--- config.mk ---
export PLATFORM = sky130hd
export DESIGN_NAME = positional_list_engine_top
export DESIGN_NICKNAME = d
export VERILOG_FILES = /design/src/hdl/ple_pkg.sv /design/src/hdl/ple_cell.sv /design/src/hdl/positional_list_engine_top.sv
export SDC_FILE = /design/constraint.sdc
export NUM_CORES = 2
export LEC_CHECK = 0
export ABC_CLOCK_PERIOD_IN_PS = 5900
export BUFFER_PORTS_ARGS = -buffer_cell sky130_fd_sc_hd__buf_2
export CELL_PAD_IN_SITES_DETAIL_PLACEMENT = 1
export CELL_PAD_IN_SITES_GLOBAL_PLACEMENT = 2
export CORE_ASPECT_RATIO = 1.4
export CORE_UTILIZATION = 39
export CTS_CLUSTER_SIZE = 16
export DETAILED_ROUTE_END_ITERATION = 7
export PLACE_DENSITY_LB_ADDON = 0.1
export SYNTH_ARGS = -nofsm -noshare
export SYNTH_HDL_FRONTEND = slang
export SYNTH_SLANG_ARGS = --single-unit
--- constraint.sdc ---
create_clock -name clock -period 5.9 [get_ports clock]
set_clock_uncertainty 0.2 [all_clocks]
set_input_delay 0.885 -clock clock [delete_from_list [all_inputs] [get_ports clock]]
set_output_delay 0.885 -clock clock [all_outputs]
set_load 0.005 [all_outputs]
--- src/hdl/ple_pkg.sv ---
// Package: shared types and constants of the positional list engine.
`timescale 1ns / 1ps
`default_nettype none
package ple_pkg;

   localparam int CAPACITY = 16;
   localparam int POS_W    = 5;
   localparam int VAL_W    = 32;
   localparam int CNT_W    = $clog2(CAPACITY + 1);
   localparam int IDX_W    = $clog2(CAPACITY);
   localparam int CMP_W    = ((CNT_W > POS_W) ? CNT_W : POS_W) + 1;

   typedef enum logic [1:0] {
      MODE_READ   = 2'd0,
      MODE_LOCATE = 2'd1,
      MODE_INSERT = 2'd2,
      MODE_DELETE = 2'd3
   } mode_type;

   typedef enum logic [1:0] {
      ST_OK      = 2'd0,
      ST_RANGE   = 2'd1,
      ST_FULL    = 2'd2,
      ST_MISSING = 2'd3
   } status_type;

   typedef enum logic [1:0] {
      CELL_HOLD       = 2'd0,
      CELL_LOAD       = 2'd1,
      CELL_FROM_LOWER = 2'd2,
      CELL_FROM_UPPER = 2'd3
   } cell_cmd_type;

   typedef struct packed {
      mode_type                 mode;
      logic [POS_W-1:0]         position;
      logic signed [VAL_W-1:0]  value;
   } req_type;

   typedef struct packed {
      status_type               status;
      logic signed [VAL_W-1:0]  read_value;
      logic [POS_W-1:0]         found_position;
      logic [POS_W-1:0]         length;
   } rsp_type;

   typedef struct packed {
      cell_cmd_type             cmd;
      logic signed [VAL_W-1:0]  value;
   } cell_ctl_type;

endpackage
`default_nettype wire

--- src/hdl/ple_cell.sv ---
// One list cell: holds a word, shifts with its neighbors, compares against the key.
`timescale 1ns / 1ps
`default_nettype none
module ple_cell
   import ple_pkg::*;
(
   input  wire logic                    clock,
   input  wire cell_ctl_type            ctl,
   input  wire logic signed [VAL_W-1:0] lower_data,
   input  wire logic signed [VAL_W-1:0] upper_data,
   output logic signed [VAL_W-1:0]      data_out,
   output logic                         match
);

   logic signed [VAL_W-1:0] data_ff;
   logic signed [VAL_W-1:0] data_in;

   always_comb begin
      case (ctl.cmd)
         CELL_LOAD:       data_in = ctl.value;
         CELL_FROM_LOWER: data_in = lower_data;
         CELL_FROM_UPPER: data_in = upper_data;
         default:         data_in = data_ff;
      endcase
   end

   always_ff @(posedge clock) begin
      data_ff <= data_in;
   end

   assign data_out = data_ff;
   assign match    = (data_ff == ctl.value);

endmodule
`default_nettype wire

--- src/hdl/positional_list_engine_top.sv ---
// Top level: request decode, cell row control and result register of the list engine.
// An accepted item waits in the operation register; its result is registered once the result slot is free.
// Throughput: one item per cycle if results drain; each item is a single pass over the cell row
//   (shift for insert/delete, parallel compare plus first-match encode for locate).
// Reset: synchronous, clears entry count and handshake state; the list is empty at once,
//   cell contents are not cleared and are never read before written.
`timescale 1ns / 1ps
`default_nettype none
module positional_list_engine_top
   import ple_pkg::*;
(
   input  wire logic    clock,
   input  wire logic    reset,
   input  wire logic    req_valid,
   output logic         req_ready,
   input  wire req_type req_item,
   output logic         rsp_valid,
   input  wire logic    rsp_ready,
   output rsp_type      rsp_item
);

   // Operation holding register and result register.
   logic             op_valid_ff;
   req_type          op_item_ff;
   logic             rsp_valid_ff;
   rsp_type          rsp_item_ff;
   rsp_type          rsp_in;
   logic [CNT_W-1:0] count_ff;
   logic [CNT_W-1:0] count_in;

   logic fire;

   // Cell row wiring.
   cell_ctl_type            cell_ctl   [CAPACITY];
   logic signed [VAL_W-1:0] cell_data  [CAPACITY];
   logic signed [VAL_W-1:0] lower_data [CAPACITY];
   logic signed [VAL_W-1:0] upper_data [CAPACITY];
   logic [CAPACITY-1:0]     cell_match;

   // Decode helpers.
   logic [CMP_W-1:0] pos_x;
   logic [CMP_W-1:0] cnt_x;
   logic [CMP_W-1:0] idx_x;
   logic             pos_zero;
   logic             rd_ok;
   logic             ins_ok;
   logic             full;
   logic             do_ins;
   logic             do_del;
   logic             any_match;
   logic [CNT_W-1:0] first_pos;

   // An item moves on when the result slot is free or being emptied.
   assign fire      = op_valid_ff && (!rsp_valid_ff || rsp_ready);
   assign req_ready = !op_valid_ff || fire;

   always_ff @(posedge clock) begin
      if (reset) begin
         op_valid_ff  <= 1'b0;
         rsp_valid_ff <= 1'b0;
         count_ff     <= '0;
      end else begin
         if (req_ready) op_valid_ff <= req_valid;
         if (fire) rsp_valid_ff <= 1'b1;
         else if (rsp_ready) rsp_valid_ff <= 1'b0;
         if (fire) count_ff <= count_in;
      end
   end

   always_ff @(posedge clock) begin
      if (req_valid && req_ready) op_item_ff <= req_item;
      if (fire) rsp_item_ff <= rsp_in;
   end

   // Range checks on the 1-based position.
   always_comb begin
      pos_x    = CMP_W'(op_item_ff.position);
      cnt_x    = CMP_W'(count_ff);
      idx_x    = pos_x - CMP_W'(1);
      pos_zero = (op_item_ff.position == '0);
      rd_ok    = !pos_zero && (pos_x <= cnt_x);
      ins_ok   = !pos_zero && (pos_x <= cnt_x + CMP_W'(1));
      full     = (count_ff == CNT_W'(CAPACITY));
   end

   // First match among occupied cells; scan from the top so the lowest wins.
   always_comb begin
      first_pos = '0;
      any_match = 1'b0;
      for (int i = CAPACITY - 1; i >= 0; i--) begin
         if (cell_match[i] && (CMP_W'(i) < cnt_x)) begin
            first_pos = CNT_W'(i + 1);
            any_match = 1'b1;
         end
      end
   end

   // Operation decode.
   always_comb begin
      rsp_in   = '{status: ST_OK, read_value: '0, found_position: '0, length: '0};
      count_in = count_ff;
      do_ins   = 1'b0;
      do_del   = 1'b0;
      unique case (op_item_ff.mode)
         MODE_READ: begin
            if (rd_ok) rsp_in.read_value = cell_data[idx_x[IDX_W-1:0]];
            else       rsp_in.status     = ST_RANGE;
         end
         MODE_LOCATE: begin
            if (any_match) rsp_in.found_position = POS_W'(first_pos);
            else           rsp_in.status         = ST_MISSING;
         end
         MODE_INSERT: begin
            if (!ins_ok) begin
               rsp_in.status = ST_RANGE;
            end else if (full) begin
               rsp_in.status = ST_FULL;
            end else begin
               do_ins   = 1'b1;
               count_in = count_ff + CNT_W'(1);
            end
         end
         MODE_DELETE: begin
            if (rd_ok) begin
               do_del   = 1'b1;
               count_in = count_ff - CNT_W'(1);
            end else begin
               rsp_in.status = ST_RANGE;
            end
         end
         default: rsp_in.status = ST_RANGE;
      endcase
      rsp_in.length = POS_W'(count_in);
   end

   // Per-cell commands: insert opens a slot at the position, delete closes it.
   always_comb begin
      for (int i = 0; i < CAPACITY; i++) begin
         cell_ctl[i].value = op_item_ff.value;
         cell_ctl[i].cmd   = CELL_HOLD;
         if (fire && do_ins) begin
            if (CMP_W'(i) > idx_x)       cell_ctl[i].cmd = CELL_FROM_LOWER;
            else if (CMP_W'(i) == idx_x) cell_ctl[i].cmd = CELL_LOAD;
         end else if (fire && do_del) begin
            if (CMP_W'(i) >= idx_x)      cell_ctl[i].cmd = CELL_FROM_UPPER;
         end
      end
   end

   // The cell row; end cells get a zero neighbor.
   for (genvar g = 0; g < CAPACITY; g++) begin : g_cell
      if (g == 0) begin : g_first
         assign lower_data[g] = '0;
      end else begin : g_mid_lo
         assign lower_data[g] = cell_data[g-1];
      end
      if (g == CAPACITY - 1) begin : g_last
         assign upper_data[g] = '0;
      end else begin : g_mid_hi
         assign upper_data[g] = cell_data[g+1];
      end

      ple_cell u_cell (
         .clock      (clock),
         .ctl        (cell_ctl[g]),
         .lower_data (lower_data[g]),
         .upper_data (upper_data[g]),
         .data_out   (cell_data[g]),
         .match      (cell_match[g])
      );
   end

   assign rsp_valid = rsp_valid_ff;
   assign rsp_item  = rsp_item_ff;

endmodule
`default_nettype wire

==> qor.txt <==
Layout Nets - 3501
FP Rows - 135
Commonest non-fill, non-tap cell in the layout - edfxtp_1
Post-CTS sizing - 0
Setup Fix Bufs, Post-CTS - 0
HP Class - in -> reg
First-pass GRT wire length - 245 mm
Critical Path Fanout Max - 21
Status - finished clean
Cts bufs inserted - 71
Power density over cell area - 256 nW/µm²
Vias post-DR - 30636
Post-Syn Instances - 3488
Lkg Pwr - 0.0150 µW
Post-route DRC - 0
Clock transition at path regs - 0.06 ns
Die Y-Extent - 373 µm
Worst Path Arrival - 5.15 ns
Vias per inst - 6.39
CORE AREA - 97100 µm²
Max-cap viol count - 0
Area delta synth->final - 10.7%
VDD IR max - 276 µV
YS warnings - 0
Number of synthesized flops with an enable pin - 595
Netlist area before placement - 38400 µm²
Max_slew headroom - 22.2%
Kind of critical path - reg -> reg
Vias in the first global route - 31305
Final Cycle Share - 83.7%
Starting density of the core - 39.6%
Max stage delay on crit path - 0.99 ns
Syn_nets - 3552
Final antenna diode count - 0
Seq/Total Area, Yosys - 46.9%
Port Buffers - 88
Hold-fix buffers, CTS - 0
Die area - 99800 µm²
Wire per inst - 36.4 µm
Layout cells sized above 1 - 15.9%
Clock period minus worst slack - 4.94 ns
Antenna viol nets, final - 0
Async set-reset flop share out of synthesis - 0%
CTS sink cnt - 602
Worst path cell trace - buf_4 > xor2_1 > nor4_1 > nand4_1 > a2111oi_2 > nand3b_1 > nor2_1 > and4_1 > a21o_1
Initial DRC Count - 3423
Critical Path Start Type - flop
Largest net degree at the start of global routing - 92
Setup TNS - 0 ns
Worst slew pin tran - 1.16 ns
Most frequent cells in the layout - 595 x edfxtp_1, 543 x nand2_1, 328 x xnor2_1
Clock Root Buffer - clkbuf_16
Clock buffer depth - 3
Final WS setup - 0.961 ns
Slew Viols, Final - 0
Initial antenna violation count - 10
Total Routing Usage GR - 34.8%
Endpoints failing setup - 0
Fmax - 202 MHz
H-tree depth - 3
Routed wire length - 175 mm
Clock latency at the later pin of the worst-skew pair - 0.68 ns
RSZ-0062 raised after global routing - no
Netlist cell types - 71
CP Data Required Time - 6.11 ns
Synthesized area per cell - 11.0 µm²
Power, Total - 10900 µW
Hold slack - 0.195 ns
Ports - 89
Flops & latches, synth - 602
Ys flop type - edfxtp_1
TritonCTS clock tree - built
CP max-delay cell - nor4_1
GPL Wtd Cong - 0.996
Die W - 267 µm
Endpoint class of the critical path - flop
DRT Pass-1 Iters - 6
HPWL Detailed - 130 mm
Final-report hold violation count - 0
Pre-CTS WS - 1.18 ns
Overflow after GRT - 0
## worst max-delay path: cells and delay by family, from the launching register on
| kind | cells | cell delay [ns] |
|---|---|---|
| compound gates | 2 | 0.97 |
| buf+inv | 1 | 0.44 |
| simple gates | 5 | 2.08 |
| xor+xnor | 1 | 0.12 |
| flops | 1 | 0.84 |
## cell usage after synthesis, types with 12 or more instances
cell / instances / area share (%)
edfxtp_1: 595 / 46
nand2_1: 544 / 5.3
xnor2_1: 328 / 7.5
a22oi_1: 224 / 4.4
clkbuf_1: 192 / 1.9
xor2_1: 191 / 4.4
nor2_1: 181 / 1.8
mux4_2: 160 / 9.4
buf_2: 115 / 1.5
a21oi_1: 113 / 1.5
a22o_1: 97 / 2.2
nand4_1: 90 / 1.5
o21ai_0: 77 / 1.0
a21o_1: 67 / 1.3
nor4_1: 57 / 0.93
inv_1: 46 / 0.45
and3_1: 37 / 0.60
a31oi_1: 35 / 0.57
mux2i_1: 34 / 0.89
o22ai_1: 34 / 0.55
a222oi_1: 32 / 0.83
nand3_1: 26 / 0.34
buf_1: 24 / 0.23
nor3_1: 22 / 0.29
ha_1: 21 / 0.68
mux2_2: 21 / 0.62
mux2_1: 12 / 0.35
## report_power, final
part / switching, µW / internal [µW]
Sequential: 107 / 4790
Clock: 1960 / 2490
Combinational: 972 / 565
## cell type report
| cell class | instances | area [µm²] |
|---|---|---|
| Fill cell | 10319 | 54600 |
| Tap cell | 1301 | 1630 |
| Clock buffer | 92 | 1940 |
| Inverter | 48 | 180 |
| Multi-Input combinational cell | 2500 | 19000 |
| Clock inverter | 34 | 260 |
| Sequential cell | 602 | 18000 |
| Timing Repair Buffer | 214 | 1470 |
## through the flow
| stage | std cells | util (%) | area, µm² |
|---|---|---|---|
| 6_report | 4791 | 43.8 | 42500 |
| 5_1_grt | 4791 | 43.8 | 42500 |
| 4_1_cts | 4791 | 43.8 | 42500 |
| 3_5_place_dp | 4665 | 41.5 | 40300 |
| 3_3_place_gp | 4665 | 41.5 | 40300 |
| 2_1_floorplan | 3488 | - | 38400 |
## layer usage
layer	wire length, µm	vias up	track usage, %
met2	84900	1383	57.5
met1	64900	15971	41.7
met5	50	-	0
met4	14600	6	25.6
met3	10100	352	3.88
li1	-	12924	-
## cell families after synthesis
| logic type | after synthesis | synth area share [%] |
|---|---|---|
| AND/OR/NAND/NOR | 1006 | 11.7 |
| AO/OA/AOI/OAI | 725 | 13.4 |
| flip-flops | 602 | 46.9 |
| XOR/XNOR | 521 | 11.9 |
| buffers and inverters | 386 | 4.21 |
| multiplexers | 227 | 11.2 |
| adder cells (fa/ha/maj) | 21 | 0.684 |
## state kept, by name (all words and copies together), names as in the netlist
name and flops:
g_cell.u_cell.data_out 512, rsp_item 44, cell_ctl 32, op_item_ff 7, count_ff 5, op_valid_ff 1, rsp_valid 1
## path summary, 6_finish.rpt
path | from | to | slack (ns) | cells past startpoint
worst max register to register | cell_ctl[2]$_DFFE_PP_ | rsp_item[43]$_DFFE_PP_ | 0.96 | 9
worst min register to register | op_valid_ff$_SDFFE_PP0N_ | rsp_valid$_SDFFE_PP0P_ | 0.33 | 2
worst min-delay path | req_item[16] | cell_ctl[16]$_DFFE_PP_ | 0.20 | 1
worst max-delay path | cell_ctl[2]$_DFFE_PP_ | rsp_item[43]$_DFFE_PP_ | 0.96 | 9
Note: power is estimated with default switching activity, not from simulation.
